## src/rtl/core/lmt_pkg.sv

```systemverilog
package lmt_pkg;

   localparam int VisibleLinesDefault = 144;
   localparam int TotalLinesDefault   = 154;

   localparam int SampleWidth = 16;
   localparam int AccWidth    = 18;
   localparam int LineWidth   = 8;
   localparam int CycWidth    = 9;

   localparam logic [CycWidth-1:0] OAM_CYCLES    = 9'd80;
   localparam logic [CycWidth-1:0] XFER_CYCLES   = 9'd172;
   localparam logic [CycWidth-1:0] HBLANK_CYCLES = 9'd204;
   localparam logic [CycWidth-1:0] LINE_CYCLES   = 9'd456;
   localparam logic [AccWidth-1:0] ACC_MAX       = {AccWidth{1'b1}};

   localparam int CsrIndexWidth = 2;
   localparam int CsrDataWidth  = 8;

   localparam logic [CsrIndexWidth-1:0] CSR_COMPARE_LINE    = 2'd0;
   localparam logic [CsrIndexWidth-1:0] CSR_STAT_INT_ENABLE = 2'd1;

   // stat_int_enable bit positions
   localparam int EN_HBLANK = 0;
   localparam int EN_VBLANK = 1;
   localparam int EN_OAM    = 2;
   localparam int EN_COIN   = 3;

   typedef enum logic [1:0] {
      MODE_HBLANK = 2'd0,
      MODE_VBLANK = 2'd1,
      MODE_OAM    = 2'd2,
      MODE_XFER   = 2'd3
   } mode_type;

   typedef struct packed {
      mode_type               lcd_mode;
      logic [LineWidth-1:0]   current_line;
      logic                   coincidence;
      logic                   draw_line_pulse;
      logic                   vblank_irq;
      logic                   stat_irq;
      logic                   clear_vblank_request;
   } lmt_result_type;

endpackage

```

## src/rtl/core/lmt_delta_stage.sv

```systemverilog
module lmt_delta_stage (
   input  logic                               clock,
   input  logic                               reset,
   input  logic                               in_valid,
   output logic                               in_ready,
   input  logic [lmt_pkg::SampleWidth-1:0]    in_sample,
   output logic                               out_valid,
   input  logic                               out_ready,
   output logic [lmt_pkg::SampleWidth-1:0]    out_delta
);
   import lmt_pkg::*;

   logic                   valid_ff, valid_in;
   logic [SampleWidth-1:0] last_sample_ff, last_sample_in;
   logic [SampleWidth-1:0] delta_ff, delta_in;
   logic                   in_fire;

   assign in_ready = !valid_ff || out_ready;
   assign in_fire  = in_valid && in_ready;

   always_comb begin
      valid_in       = valid_ff;
      last_sample_in = last_sample_ff;
      delta_in       = delta_ff;
      if (in_fire) begin
         valid_in       = 1'b1;
         last_sample_in = in_sample;
         // modulo 2^16 difference falls out of the fixed width
         delta_in       = in_sample - last_sample_ff;
      end else if (out_ready) begin
         valid_in = 1'b0;
      end
   end

   always_ff @(posedge clock) begin
      if (reset) begin
         valid_ff       <= 1'b0;
         last_sample_ff <= '0;
      end else begin
         valid_ff       <= valid_in;
         last_sample_ff <= last_sample_in;
      end
      delta_ff <= delta_in;
   end

   assign out_valid = valid_ff;
   assign out_delta = delta_ff;

endmodule

```

## src/rtl/core/lmt_mode_core.sv

```systemverilog
module lmt_mode_core #(
   parameter int VISIBLE_LINES = lmt_pkg::VisibleLinesDefault,
   parameter int TOTAL_LINES   = lmt_pkg::TotalLinesDefault
) (
   input  logic                              clock,
   input  logic                              reset,
   input  logic                              step,
   input  logic [lmt_pkg::SampleWidth-1:0]   delta,
   input  logic [lmt_pkg::LineWidth-1:0]     compare_line,
   input  logic [3:0]                        stat_int_enable,
   output lmt_pkg::lmt_result_type           result
);
   import lmt_pkg::*;

   localparam logic [LineWidth-1:0] VisLine   = LineWidth'(VISIBLE_LINES);
   localparam logic [LineWidth:0]   TotalLine = (LineWidth+1)'(TOTAL_LINES);

   logic [AccWidth-1:0]  acc_ff, acc_in;
   mode_type             mode_ff, mode_in;
   logic [LineWidth-1:0] line_ff, line_in;
   logic                 coin_ff, coin_in;
   logic                 cond_ff, cond_in;

   logic [AccWidth:0]    acc_sum;
   logic [AccWidth-1:0]  acc_sat;
   logic [CycWidth-1:0]  thresh;
   logic                 done;
   logic [LineWidth:0]   line_inc;
   logic                 line_chg;
   logic                 draw, vbl, clr;

   always_comb begin
      acc_sum = {1'b0, acc_ff} + {{(AccWidth+1-SampleWidth){1'b0}}, delta};
      acc_sat = acc_sum[AccWidth] ? ACC_MAX : acc_sum[AccWidth-1:0];
      case (mode_ff)
         MODE_OAM:    thresh = OAM_CYCLES;
         MODE_XFER:   thresh = XFER_CYCLES;
         MODE_HBLANK: thresh = HBLANK_CYCLES;
         default:     thresh = LINE_CYCLES;
      endcase
      done     = acc_sat >= {{(AccWidth-CycWidth){1'b0}}, thresh};
      line_inc = {1'b0, line_ff} + {{LineWidth{1'b0}}, 1'b1};

      acc_in   = done ? acc_sat - {{(AccWidth-CycWidth){1'b0}}, thresh} : acc_sat;
      mode_in  = mode_ff;
      line_in  = line_ff;
      line_chg = 1'b0;
      draw     = 1'b0;
      vbl      = 1'b0;
      clr      = 1'b0;
      if (done) begin
         case (mode_ff)
            MODE_OAM: begin
               mode_in = MODE_XFER;
            end
            MODE_XFER: begin
               mode_in = MODE_HBLANK;
               draw    = 1'b1;
            end
            MODE_HBLANK: begin
               line_in  = line_inc[LineWidth-1:0];
               line_chg = 1'b1;
               if (line_inc[LineWidth-1:0] == VisLine) begin
                  mode_in = MODE_VBLANK;
                  vbl     = 1'b1;
               end else begin
                  mode_in = MODE_OAM;
               end
            end
            default: begin
               line_chg = 1'b1;
               if (line_inc >= TotalLine) begin
                  line_in = '0;
                  mode_in = MODE_OAM;
                  clr     = 1'b1;
               end else begin
                  line_in = line_inc[LineWidth-1:0];
               end
            end
         endcase
      end

      // flag only refreshes when the line moves
      coin_in = line_chg ? (line_in == compare_line) : coin_ff;

      cond_in = (stat_int_enable[EN_COIN] && coin_in) ||
                (stat_int_enable[EN_HBLANK] && mode_in == MODE_HBLANK) ||
                (stat_int_enable[EN_OAM] && mode_in == MODE_OAM) ||
                ((stat_int_enable[EN_VBLANK] || stat_int_enable[EN_OAM]) &&
                 mode_in == MODE_VBLANK);

      result.lcd_mode             = mode_in;
      result.current_line         = line_in;
      result.coincidence          = coin_in;
      result.draw_line_pulse      = draw;
      result.vblank_irq           = vbl;
      result.stat_irq             = cond_in && !cond_ff;
      result.clear_vblank_request = clr;
   end

   always_ff @(posedge clock) begin
      if (reset) begin
         acc_ff  <= '0;
         mode_ff <= MODE_OAM;
         line_ff <= '0;
         coin_ff <= 1'b0;
         cond_ff <= 1'b0;
      end else if (step) begin
         acc_ff  <= acc_in;
         mode_ff <= mode_in;
         line_ff <= line_in;
         coin_ff <= coin_in;
         cond_ff <= cond_in;
      end
   end

   a_draw_to_hblank: assert property (@(posedge clock) disable iff (reset)
      step && draw |=> mode_ff == MODE_HBLANK)
      else $error("draw pulse without entering hblank");

   a_vbl_entry: assert property (@(posedge clock) disable iff (reset)
      step && vbl |=> mode_ff == MODE_VBLANK && line_ff == VisLine)
      else $error("vblank entry at wrong line");

   a_wrap_to_oam: assert property (@(posedge clock) disable iff (reset)
      step && clr |=> mode_ff == MODE_OAM && line_ff == '0)
      else $error("frame wrap did not restart at line 0");

   a_hold_idle: assert property (@(posedge clock) disable iff (reset)
      !step |=> $stable(acc_ff) && $stable(mode_ff) && $stable(line_ff))
      else $error("timing state moved without a word");

endmodule

```

## src/rtl/core/lcd_mode_timing_stat_irq_unit.sv

```systemverilog
// Path from req accept to rsp_valid: delta register, then result register.
// One word per cycle when rsp_ready is high; one more can wait in the delta stage.
// The accumulator/mode/line update for one word is combinational in the core.
// Reset (synchronous, active high): mode OAM search, line 0, accumulator, last sample,
// flags and both CSRs cleared; no pipeline words held.
module lcd_mode_timing_stat_irq_unit #(
   parameter int VISIBLE_LINES = lmt_pkg::VisibleLinesDefault,
   parameter int TOTAL_LINES   = lmt_pkg::TotalLinesDefault
) (
   input  logic                                 clock,
   input  logic                                 reset,
   input  logic                                 req_valid,
   output logic                                 req_ready,
   input  logic [lmt_pkg::SampleWidth-1:0]      req_cpu_cycle_count,
   output logic                                 rsp_valid,
   input  logic                                 rsp_ready,
   output logic [1:0]                           rsp_lcd_mode,
   output logic [lmt_pkg::LineWidth-1:0]        rsp_current_line,
   output logic                                 rsp_coincidence,
   output logic                                 rsp_draw_line_pulse,
   output logic                                 rsp_vblank_irq,
   output logic                                 rsp_stat_irq,
   output logic                                 rsp_clear_vblank_request,
   input  logic                                 csr_valid,
   output logic                                 csr_ready,
   input  logic [lmt_pkg::CsrIndexWidth-1:0]    csr_index,
   input  logic [lmt_pkg::CsrDataWidth-1:0]     csr_wdata
);
   import lmt_pkg::*;

   logic [LineWidth-1:0]   compare_line_ff, compare_line_in;
   logic [3:0]             stat_en_ff, stat_en_in;
   logic                   rsp_valid_ff, rsp_valid_in;
   lmt_result_type         rsp_data_ff, rsp_data_in;

   logic                   d_valid;
   logic [SampleWidth-1:0] d_delta;
   logic                   out_ready;
   logic                   step;
   lmt_result_type         core_result;

   assign csr_ready = 1'b1;
   assign out_ready = !rsp_valid_ff || rsp_ready;
   assign step      = d_valid && out_ready;

   lmt_delta_stage u_delta (
      .clock     (clock),
      .reset     (reset),
      .in_valid  (req_valid),
      .in_ready  (req_ready),
      .in_sample (req_cpu_cycle_count),
      .out_valid (d_valid),
      .out_ready (out_ready),
      .out_delta (d_delta)
   );

   lmt_mode_core #(
      .VISIBLE_LINES (VISIBLE_LINES),
      .TOTAL_LINES   (TOTAL_LINES)
   ) u_core (
      .clock           (clock),
      .reset           (reset),
      .step            (step),
      .delta           (d_delta),
      .compare_line    (compare_line_ff),
      .stat_int_enable (stat_en_ff),
      .result          (core_result)
   );

   always_comb begin
      compare_line_in = compare_line_ff;
      stat_en_in      = stat_en_ff;
      if (csr_valid && csr_ready) begin
         case (csr_index)
            CSR_COMPARE_LINE:    compare_line_in = csr_wdata[LineWidth-1:0];
            CSR_STAT_INT_ENABLE: stat_en_in      = csr_wdata[3:0];
            default:             ;
         endcase
      end

      rsp_data_in  = step ? core_result : rsp_data_ff;
      rsp_valid_in = step ? 1'b1 : (rsp_valid_ff && !rsp_ready);
   end

   always_ff @(posedge clock) begin
      if (reset) begin
         compare_line_ff <= '0;
         stat_en_ff      <= '0;
         rsp_valid_ff    <= 1'b0;
      end else begin
         compare_line_ff <= compare_line_in;
         stat_en_ff      <= stat_en_in;
         rsp_valid_ff    <= rsp_valid_in;
      end
      rsp_data_ff <= rsp_data_in;
   end

   assign rsp_valid                = rsp_valid_ff;
   assign rsp_lcd_mode             = rsp_data_ff.lcd_mode;
   assign rsp_current_line         = rsp_data_ff.current_line;
   assign rsp_coincidence          = rsp_data_ff.coincidence;
   assign rsp_draw_line_pulse      = rsp_data_ff.draw_line_pulse;
   assign rsp_vblank_irq           = rsp_data_ff.vblank_irq;
   assign rsp_stat_irq             = rsp_data_ff.stat_irq;
   assign rsp_clear_vblank_request = rsp_data_ff.clear_vblank_request;

endmodule

```

## config.mk

```make
export PLATFORM = sky130hd
export DESIGN_NAME = lcd_mode_timing_stat_irq_unit
export DESIGN_NICKNAME = d
export VERILOG_FILES = /design/src/rtl/core/lmt_pkg.sv /design/src/rtl/core/lmt_delta_stage.sv /design/src/rtl/core/lmt_mode_core.sv /design/src/rtl/core/lcd_mode_timing_stat_irq_unit.sv
export SDC_FILE = /design/constraint.sdc
export NUM_CORES = 1
export LEC_CHECK = 0
export BUFFER_PORTS_ARGS = -buffer_cell sky130_fd_sc_hd__buf_4
export CORE_UTILIZATION = 51
export DETAILED_ROUTE_END_ITERATION = 12
export PLACE_DENSITY = 0.72
export SLEW_MARGIN = 20
export SYNTH_ARGS = -nofsm -noshare
export SYNTH_HDL_FRONTEND = slang
export SYNTH_SLANG_ARGS = --single-unit
```

## constraint.sdc

```tcl
create_clock -name clock -period 7.8 [get_ports clock]
set_clock_uncertainty 0.1 [all_clocks]
set_input_delay 0.39 -clock clock [delete_from_list [all_inputs] [get_ports clock]]
set_output_delay 0.39 -clock clock [all_outputs]
set_load 0.005 [all_outputs]
```

==> metrics.cfg, run 1 <==
[status]
outcome=finished with violations
violations=DRC

[cells_and_area]
fillCellCount=1020
area_delta_synth_final_pct=12.2
layout-drive-gt1-share_pct=10.9
seq_area_sq_um=2130
diodes=0
nets=837
fin_cells=906
multi_input_area_sq_um=3600
utilization_pct=59.1

[setup_path]
arrival_ns=6.44
worstSetupEndpointType=flop
crit_path_max_fanout=15
worstPathRequired_ns=7.90
critical_path_class=flop to flop
startpoint_type=flop

[global_route]
grt_max_degree=63
first_global_vias=4853
grt_pass1_wl_mm=22.4
overflow=0
antenna_found_initial=0
grt_util_all_layers_pct=22.3

[routing]
dr.pass1.iters=9
vias=5138
routedWlPerCell_microns=14.7
viasPerCell=5.67
postRouteAntennaNets=0
drtIter0Drc=343
wirelength_mm=13.3
drcViolationCount=4

[logic_synthesis]
async_reset_ff_share_pct=0
synth_cell_types=75
synth_fp_nets=804
synth_commonest_cells=nand2_1 (89), nor2_1 (87), dfxtp_1 (60), inv_1 (54), a21oi_1 (50)
synth.yosys.seq_area_share_pct=35.2
synth_cells=725
synth.most_common_cell=nand2_1
synth_area_leaders=dfxtp_1 (20%), edfxtp_1 (15%), ha_1 (9.3%)
synth_ff_type=dfxtp_1
yosysTopAreaCellShare_pct=19.8
synth_edf_count=31
yosys_register_bits=91
syn_area_per_cell_sq_um=8.36
ys_warn_count=0
synth_area_sq_um=6060
synth_top_area_cell=dfxtp_1

[clocking]
tritoncts=built
cts_root_buffer=clkbuf_16
cts-buffers-inserted=9
cts.repair.resized=0
h-tree-depth=3
clk_pin_slew_ns=0.07
post_cts_buffers=0
clock_path_buffers=2
cts_hold_buffers=0
worstSkewPairLatency_ns=0.35
cts_sinks=91

[placed_design]
gp_congestion=0.883
numPortBuffers=47
hpwl_mm=9.71
dpl.cell_count=890

[floorplanning]
dieArea_sq_um=12300
rows=39
pin_count=49
die_w_microns=111
core_area_sq_um=11500
start_util_pct=52.7
die-height_microns=111

[sta]
relSlewSlack_pct=31.7
rsz0062_at_grt=no
fin_crit_sh_pct=81.3
fmax_mhz=158
tightest_slew_ns=0.998
final_hold_viol_count=0
slew_violations=0
layout_min_cycle_time_ns=6.34
hold_ws_ns=0.159
setup_viol=0
fin_tns_setup_ns=0

[power_and_ir_drop]
vdd_drop_max_uv=148
p_leak_nw=2.87
total_power_mw=1.54
cellPowerDensity_nw_per_um2=227

[run]
maxCapViolCount=0

[hold_path]
hold_path_class=primary input to flop

-- per-stage QoR --
step | worst slack (ns) | instance area (sq um)
floorplan | 2.35 | 6060
finish | 1.46 | 6810
CTS | 1.48 | 6810
global route | 0.885 | 6810
global placement | 1.81 | 6510
detailed placement | 1.49 | 6510
-- sequential cells by signal, indices dropped and copies added (netlist names) --
signal / flops
u_core.coin_ff: 1
rsp_coincidence: 1
u_core.line_ff: 8
u_core.cond_ff: 1
rsp_lcd_mode: 2
u_delta.out_valid: 1
rsp_clear_vblank_request: 1
rsp_draw_line_pulse: 1
rsp_vblank_irq: 1
u_delta.out_delta: 16
compare_line_ff: 8
stat_en_ff: 4
rsp_current_line: 8
u_core.mode_ff: 2
u_delta.last_sample_ff: 16
rsp_valid: 1
u_core.acc_ff: 18
rsp_stat_irq: 1
-- placed cells by master (no fill, tap or decap), types with 3 or more instances in the layout --
master,synthesis,final
a211oi_1,14,14
nor3_1,15,15
o22ai_1,3,3
a22oi_1,4,4
nor2_1,87,87
nor3b_1,4,4
dfxtp_1,60,60
fa_1,3,3
and3_1,10,10
a31oi_1,7,7
a21boi_0,11,11
mux2i_1,14,14
xnor2_1,21,21
nor4_1,4,4
o211ai_1,10,10
xor2_1,17,17
or3_1,3,3
nor4_4,3,3
nand4_1,5,5
nor2b_1,9,9
inv_1,54,54
nand2_1,89,89
clkbuf_16,0,9
o21ai_0,23,23
inv_4,0,3
ha_1,45,45
or2_1,3,3
nand3_1,14,14
buf_4,1,51
o21a_1,4,4
and2_1,5,5
a311oi_1,3,3
a21oi_1,50,50
o21ai_1,7,7
edfxtp_1,31,31
a21o_1,14,14
nand2b_1,6,6
or2_2,3,3
-- layer usage --
| layer | GRT usage (%) | wire length (microns) | vias up |
|---|---|---|---|
| li1 | - | - | 2615 |
| met1 | 26.7 | 5890 | 2408 |
| met2 | 40.5 | 6750 | 100 |
| met3 | 4.05 | 472 | 15 |
| met4 | 6.85 | 175 | 0 |
| met5 | 0 | 0 | - |
-- critical path: stages (launching register included) --
cell and delay, ns:
edfxtp_1 0.37, ha_1 0.26, fa_1 0.44, a211oi_2 0.21
o21ai_1 0.17, o211ai_1 0.30, a31o_1 0.24, a21boi_0 0.10
buf_4 0.19, nor2_1 0.18, ha_1 0.18, inv_1 0.06
fa_1 0.41, a21o_1 0.18, a21oi_1 0.22, o21bai_1 0.09
a21oi_1 0.25, o211ai_1 0.16, nor4_4 0.39, and3_1 0.64
o21ai_1 0.23, xor2_1 0.21, nor4_4 0.32, nand4_1 0.13
a31oi_1 0.18
-- cell families after synthesis --
family,share of synthesized area (%)
XOR/XNOR,5.49
AND/OR/NAND/NOR,21.3
multiplexers,2.31
buffers and inverters,5.43
AO/OA/AOI/OAI,20.0
flip-flops,35.2
adder cells (fa/ha/maj),10.3
other,0.0618
-- worst paths after layout --
path / startpoint / endpoint / slack, ns / cells after the start
hold reg to reg: u_delta.last_sample_ff[9] / u_delta.last_sample_ff[9] / 0.35 / 2
setup reg to reg: u_delta.out_delta[0] / rsp_stat_irq / 1.46 / 24
setup / recovery: u_delta.out_delta[0] / rsp_stat_irq / 1.46 / 24
hold / removal: req_valid / u_delta.out_valid / 0.16 / 3
-- power by group --
group	internal (mW)	total, mW	switching, mW	leakage, nW
Clock	0.252	0.442	0.190	0.150
Sequential	0.533	0.557	0.0242	0.788
Combinational	0.226	0.545	0.319	1.93
Total	1.01	1.54	0.533	2.87
-- cell type report --
type                    count  area share [%]
repair buffers             51            5.63
clock inverters             6            1.01
inverters                  56            3.09
multi-input cells         549            53.0
flip-flops and latches     91            31.3
well taps                 143            2.63
clock buffers              10            3.36
No activity file was read; power rests on OpenSTA's default activity.
==> run 2: changes to the inputs <==
clock period = 6.4 ns   (was 7.8 ns; I/O delays follow)
==> run 2 against run 1 <==
The run still ends with DRC left. Non-clock buffer count grew 1. Die area unchanged. Flip-flop and latch count unchanged. Largest power group unchanged.
==> metrics.cfg, run 2 (synthesis results as in run 1) <==
[status]
outcome=finished with violations  ; unchanged
violations=DRC  ; unchanged

[clocking]
clk_pin_slew_ns=0.06  ; was 0.07 ns
cts_root_buffer=clkbuf_16  ; unchanged
cts_hold_buffers=0  ; unchanged
cts_sinks=91  ; unchanged
tritoncts=built  ; unchanged
h-tree-depth=3  ; unchanged
cts-buffers-inserted=9  ; unchanged
clock_path_buffers=2  ; unchanged
worstSkewPairLatency_ns=0.35  ; about the same

[power_and_ir_drop]
cellPowerDensity_nw_per_um2=279  ; was 227 nW/um^2
vdd_drop_max_uv=231  ; was 148 uV
p_leak_nw=2.89  ; was 2.87 nW

[setup_path]
critical_path_class=flop to flop  ; unchanged
crit_buf_inv=2  ; unchanged
worstPathRequired_ns=6.49  ; was 7.90 ns
crit_path_max_fanout=17  ; was 15
r2r_cells=24  ; unchanged
startpoint_type=flop  ; unchanged
r2r-start=u_delta.out_delta[0]  ; unchanged
r2r_slack_ns=0.48  ; was 1.46 ns
rr_endpoint=rsp_stat_irq  ; unchanged
arrival_ns=6.01  ; was 6.44 ns
crit_chain=ha_1 > fa_1 > a211oi_2 > o21ai_1 > o211ai_1 > a31o_1 > a21boi_0 > nor2_1 > ha_1 > inv_1 > fa_1 > a21o_1 > a21oi_1 > o21bai_1 > a21oi_1 > o211ai_1 > nor4_4 > buf_4 > nand3_4 > a221oi_4 > xnor2_1 > nor4_4 > nand4_1 > a31oi_1  ; was ha_1 > fa_1 > a211oi_2 > o21ai_1 > o211ai_1 > a31o_1 > a21boi_0 > buf_4 > nor2_1 > ha_1 > inv_1 > fa_1 > a21o_1 > a21oi_1 > o21bai_1 > a21oi_1 > o211ai_1 > nor4_4 > and3_1 > o21ai_1 > xor2_1 > nor4_4 > nand4_1 > a31oi_1
crit_cells=24  ; unchanged
path_delay_family=compound AO/OA/AOI/OAI gates  ; unchanged
slowest_stage=fa_1  ; was and3_1
max_stage_delay_ns=0.45  ; was 0.64 ns
worstSetupEndpointType=flop  ; unchanged

[cells_and_area]
final_common_cell=nand2_1  ; unchanged
layout_common_cells=nand2_1 (89), nor2_1 (87), dfxtp_1 (60), inv_1 (54), buf_4 (52)  ; was nand2_1 (89), nor2_1 (87), dfxtp_1 (60), inv_1 (54), buf_4 (51)
utilization_pct=59.4  ; was 59.1%
fin_area_sq_um=6840  ; was 6810 sq um
fillCellCount=1037  ; was 1020
layout-drive-gt1-share_pct=11.0  ; was 10.9%
regMostFlops=u_core.acc_ff  ; unchanged
nets=838  ; was 837
largest_reg_flops=18  ; unchanged
area_delta_synth_final_pct=12.8  ; was 12.2%
diodes=0  ; unchanged

[routing]
drtIter0Drc=342  ; was 343
dr.pass1.iters=10  ; was 9
wirelength_mm=13.4  ; was 13.3 mm
postRouteAntennaNets=0  ; unchanged
vias=5152  ; was 5138
drcViolationCount=4  ; unchanged
routedWlPerCell_microns=14.7  ; about the same
viasPerCell=5.68  ; was 5.67

[sta]
fin_tns_setup_ns=0  ; unchanged
slew_violations=0  ; unchanged
fmax_mhz=169  ; was 158 MHz
tightest_slew_ns=1.01  ; was 0.998 ns
layout_min_cycle_time_ns=5.92  ; was 6.34 ns
final_hold_viol_count=0  ; unchanged
rsz0062_at_grt=no  ; unchanged
fin_crit_sh_pct=92.5  ; was 81.3%
relSlewSlack_pct=32.5  ; was 31.7%
setup_viol=0  ; unchanged

[floorplanning]
die-height_microns=111  ; unchanged
core_area_sq_um=11500  ; unchanged
pin_count=49  ; unchanged
start_util_pct=52.7  ; unchanged
dieArea_sq_um=12300  ; unchanged
rows=39  ; unchanged
die_w_microns=111  ; unchanged

[global_route]
first_global_vias=5035  ; was 4853
antenna_found_initial=0  ; unchanged
grt_pass1_wl_mm=23.0  ; was 22.4 mm
grt_max_degree=63  ; unchanged
grt_util_all_layers_pct=22.9  ; was 22.3%
overflow=0  ; unchanged

[hold_path]
worstHoldStart=csr_wdata[3]  ; was req_valid
min_delay_worst_endpoint=stat_en_ff[3]  ; was u_delta.out_valid
hold_depth=3  ; unchanged
hold_path_class=primary input to flop  ; unchanged

[run]
maxCapViolCount=0  ; unchanged

[placed_design]
gp_congestion=0.889  ; was 0.883
placed_area_sq_um=6510  ; unchanged
numPortBuffers=47  ; unchanged
hpwl_mm=9.68  ; was 9.71 mm

run 2: changes by cell type in the layout (fill, tap and decap cells not counted):
cell       previous run  this run
inv_4                 3         0
inv_6                 1         0
inv_8                 1         0
clkbuf_16             9        10
o21ai_1               7         8
clkinv_4              0         1
clkinv_2              0         1
o21ai_0              23        22
buf_4                51        52
a2111oi_1             0         1
a2111oi_0             2         1
clkbuf_8              0         2
run 2: repair_timing:
item,4_1_cts,5_1_grt
endpoints found under the setup margin,0,4
gates resized for setup,0,1
setup buffers,0,1
run 2: area by class of cell:
type / instances / area [sq um] / area share (%)
multi-input combinational: 549 / 3600 / 52.7
sequential: 91 / 2130 / 31.2
timing repair buffer: 52 / 390 / 5.71
clock buffer: 13 / 282 / 4.11
inverter: 56 / 210 / 3.07
tap: 143 / 179 / 2.62
clock inverter: 3 / 43.8 / 0.640
run 2: power breakdown:
part	switching (mW)	internal (mW)	leakage (nW)
Sequential	0.0318	0.650	0.788
Clock	0.223	0.348	0.161
Combinational	0.378	0.277	1.94
run 2: through the flow:
stage                     hold slack, ns  setup slack [ns]  power (mW)  std cells
after detailed placement           0.347             0.444        1.33        890
after CTS                          0.103             0.414        1.91        906
after floorplan                    0.336             0.947        1.20        725
final                              0.115             0.479        1.91        907
after global routing               0.115            0.0241        2.03        907
after global placement             0.342             0.680        1.32        890
run 2: how the worst max path moves through the flow:
stage,startpoint,to,slack (ns)
after floorplan,u_delta.out_delta[0],u_core.cond_ff,0.95
after global placement,u_delta.out_delta[0],rsp_stat_irq,0.68
after detailed placement,u_delta.out_delta[0],rsp_stat_irq,0.44
after CTS,u_delta.out_delta[0],rsp_stat_irq,0.41
after global routing,u_delta.out_delta[0],rsp_stat_irq,0.02
final,u_delta.out_delta[0],rsp_stat_irq,0.48
run 2: worst min-delay path, stage by stage:
cell	delay, ns
buf_4	0.08
mux2i_1	0.05
nor2_1	0.07
run 2: metal layers:
layer	track usage, %	share of wire (%)
met5	0	0
met4	8.11	1.9
met3	4.48	3.4
met2	41.6	50
met1	26.7	45
==> run 3: changes to the inputs <==
CTS_BUF_LIST = sky130_fd_sc_hd__clkbuf_4   (was unset)
==> run 3 against run 2 <==
Clock power decreased by 37%. Final cell count grew 2.9%. Critical endpoint unchanged. The flow still finishes with violations (DRC). Combinational power increased by 1%. Worst hold slack worse by 0.069 ns. Count of clock-buffer cells in the layout down 3. Non-clock buffer count up 26.
==> metrics.cfg, run 3 (synthesis results as in run 1) <==
[setup_path]
r2r_slack_ns=0.47  ; was 0.48 ns
crit_chain=ha_1 > fa_1 > a211oi_2 > o21ai_1 > o211ai_1 > a31o_1 > a21boi_0 > nor2_1 > ha_1 > inv_1 > fa_1 > a21o_1 > a21oi_1 > o21bai_1 > a21oi_1 > o211ai_1 > nor4_4 > and3_2 > o21ai_1 > a22oi_1 > xor2_1 > nand4_1 > a31oi_1  ; was ha_1 > fa_1 > a211oi_2 > o21ai_1 > o211ai_1 > a31o_1 > a21boi_0 > nor2_1 > ha_1 > inv_1 > fa_1 > a21o_1 > a21oi_1 > o21bai_1 > a21oi_1 > o211ai_1 > nor4_4 > buf_4 > nand3_4 > a221oi_4 > xnor2_1 > nor4_4 > nand4_1 > a31oi_1
r2r-start=u_delta.out_delta[0]  ; unchanged
arrival_ns=6.15  ; was 6.01 ns
crit_cells=23  ; was 24
worstSetupEndpointType=flop  ; unchanged
crit_path_max_fanout=7  ; was 17
slowest_stage=fa_1  ; unchanged
crit_buf_inv=1  ; was 2
startpoint_type=flop  ; unchanged
path_delay_family=compound AO/OA/AOI/OAI gates  ; unchanged
critical_path_class=flop to flop  ; unchanged
r2r_cells=23  ; was 24
max_stage_delay_ns=0.45  ; about the same
rr_endpoint=rsp_stat_irq  ; unchanged
worstPathRequired_ns=6.63  ; was 6.49 ns

[floorplanning]
start_util_pct=52.7  ; unchanged
rows=39  ; unchanged
die-height_microns=111  ; unchanged
core_area_sq_um=11500  ; unchanged
pin_count=49  ; unchanged
dieArea_sq_um=12300  ; unchanged
die_w_microns=111  ; unchanged

[sta]
final_hold_viol_count=0  ; unchanged
tightest_slew_ns=0.991  ; was 1.01 ns
fin_crit_sh_pct=92.6  ; was 92.5%
rsz0062_at_grt=no  ; unchanged
relSlewSlack_pct=33.5  ; was 32.5%
setup_slack_ns=0.473  ; was 0.479 ns
layout_min_cycle_time_ns=5.93  ; was 5.92 ns
fin_tns_setup_ns=0  ; unchanged
slew_violations=0  ; unchanged
setup_viol=0  ; unchanged
fmax_mhz=169  ; about the same

[routing]
route.layer.met1.wl_mm=5.91  ; was 5.96 mm
postRouteAntennaNets=0  ; unchanged
dr.pass1.iters=9  ; was 10
drcViolationCount=4  ; unchanged
vias=5222  ; was 5152
drtIter0Drc=373  ; was 342
wirelength_mm=13.5  ; was 13.4 mm
routedWlPerCell_microns=14.5  ; was 14.7 microns
top_layer_used=met4  ; unchanged
viasPerCell=5.60  ; was 5.68
met2_length_mm=6.83  ; was 6.69 mm
dr_wl_met3_microns=536  ; was 460 microns

[hold_path]
worstHoldStart=rsp_ready  ; was csr_wdata[3]
hold_depth=4  ; was 3
min_delay_worst_endpoint=rsp_valid  ; was stat_en_ff[3]
hold_path_class=primary input to flop  ; unchanged

[cells_and_area]
area_delta_synth_final_pct=14.3  ; was 12.8%
regMostFlops=u_core.acc_ff  ; unchanged
layout-drive-gt1-share_pct=10.8  ; was 11.0%
largest_reg_flops=18  ; unchanged
nets=864  ; was 838
layout_common_cells=nand2_1 (89), nor2_1 (87), dfxtp_1 (60), inv_1 (54), buf_4 (53)  ; was nand2_1 (89), nor2_1 (87), dfxtp_1 (60), inv_1 (54), buf_4 (52)
diodes=0  ; unchanged
final_common_cell=nand2_1  ; unchanged

[clocking]
h-tree-depth=3  ; unchanged
cts-buffers-inserted=9  ; unchanged
clk_pin_slew_ns=0.14  ; was 0.06 ns
cts_root_buffer=clkbuf_4  ; was clkbuf_16
worstSkewPairLatency_ns=0.47  ; was 0.35 ns
tritoncts=built  ; unchanged
clock_path_buffers=2  ; unchanged
cts_sinks=91  ; unchanged

[global_route]
antenna_found_initial=0  ; unchanged
overflow=0  ; unchanged
grt_util_all_layers_pct=23.0  ; was 22.9%
grt_pass1_wl_mm=23.0  ; about the same
first_global_vias=5090  ; was 5035
grt_max_degree=63  ; unchanged

[power_and_ir_drop]
cellPowerDensity_nw_per_um2=245  ; was 279 nW/um^2
total_power_mw=1.70  ; was 1.91 mW
p_leak_nw=2.92  ; was 2.89 nW
vdd_drop_max_uv=196  ; was 231 uV

[placed_design]
gp_congestion=0.889  ; unchanged
dp_slack_ns=0.444  ; unchanged
numPortBuffers=47  ; unchanged
hpwl_mm=9.68  ; unchanged

[status]
violations=DRC  ; unchanged
outcome=finished with violations  ; unchanged

[run]
maxCapViolCount=0  ; unchanged

[run 3: cell count changes in the layout (fill, tap and decap cells not counted)]
cell | previous run | this run
bufinv_16 | 1 | 2
clkinv_1 | 1 | 3
and3_2 | 0 | 1
clkbuf_1 | 1 | 0
and3_1 | 10 | 9
clkbuf_8 | 2 | 0
dlygate4sd3_1 | 0 | 25
clkbuf_16 | 10 | 0
clkbuf_4 | 0 | 10
buf_4 | 52 | 53
[run 3: how the worst max path moves through the flow]
stage	startpoint	endpoint	slack [ns]
finish	u_delta.out_delta[0]	rsp_stat_irq	0.47
global route	u_delta.out_delta[0]	u_core.cond_ff	0.04
detailed placement	u_delta.out_delta[0]	rsp_stat_irq	0.44
global placement	u_delta.out_delta[0]	rsp_stat_irq	0.68
floorplan	u_delta.out_delta[0]	u_core.cond_ff	0.95
CTS	u_delta.out_delta[0]	rsp_stat_irq	0.40
[run 3: area by class of cell]
class	count	area, sq um
fill	1031	4580
multi-input combinational	549	3610
sequential	91	2130
timing repair buffer	78	648
inverter	56	210
tap	143	179
clock inverter	6	81.3
clock buffer	10	75.1
[run 3: worst min-delay path, delay by kind of cell]
kind	cells	cell delay, ns
buf+inv	1	0.08
simple gates	3	0.19
[run 3: power by group]
group	switching (mW)	total, mW	internal [mW]
clock network	0.197	0.357	0.160
logic	0.378	0.663	0.285
registers	0.0316	0.681	0.649
[run 3: metal layers]
metal | track usage, % | vias to the layer above
met5 | 0 | -
met4 | 8.83 | 0
met3 | 4.32 | 18
met2 | 42.1 | 126
met1 | 26.6 | 2408
li1 | - | 2670
[run 3: stage by stage]
step	instances	hold slack (ns)	utilization [%]	cell area, sq um
final	933	0.0468	60.2	6930
after global routing	933	0.0322	60.2	6930
after floorplan	725	0.336	-	6060
after global placement	890	0.342	56.5	6510
after detailed placement	890	0.347	56.5	6510
after CTS	931	0.000978	60.0	6910
[run 3: repair_timing]
| item | CTS | global route |
|---|---|---|
| resized for setup | 0 | 2 |
| endpoints found under the hold margin | 29 | 0 |
| hold buffers | 25 | 0 |
| endpoints found under the setup margin | 0 | 4 |
| setup buffers | 0 | 2 |
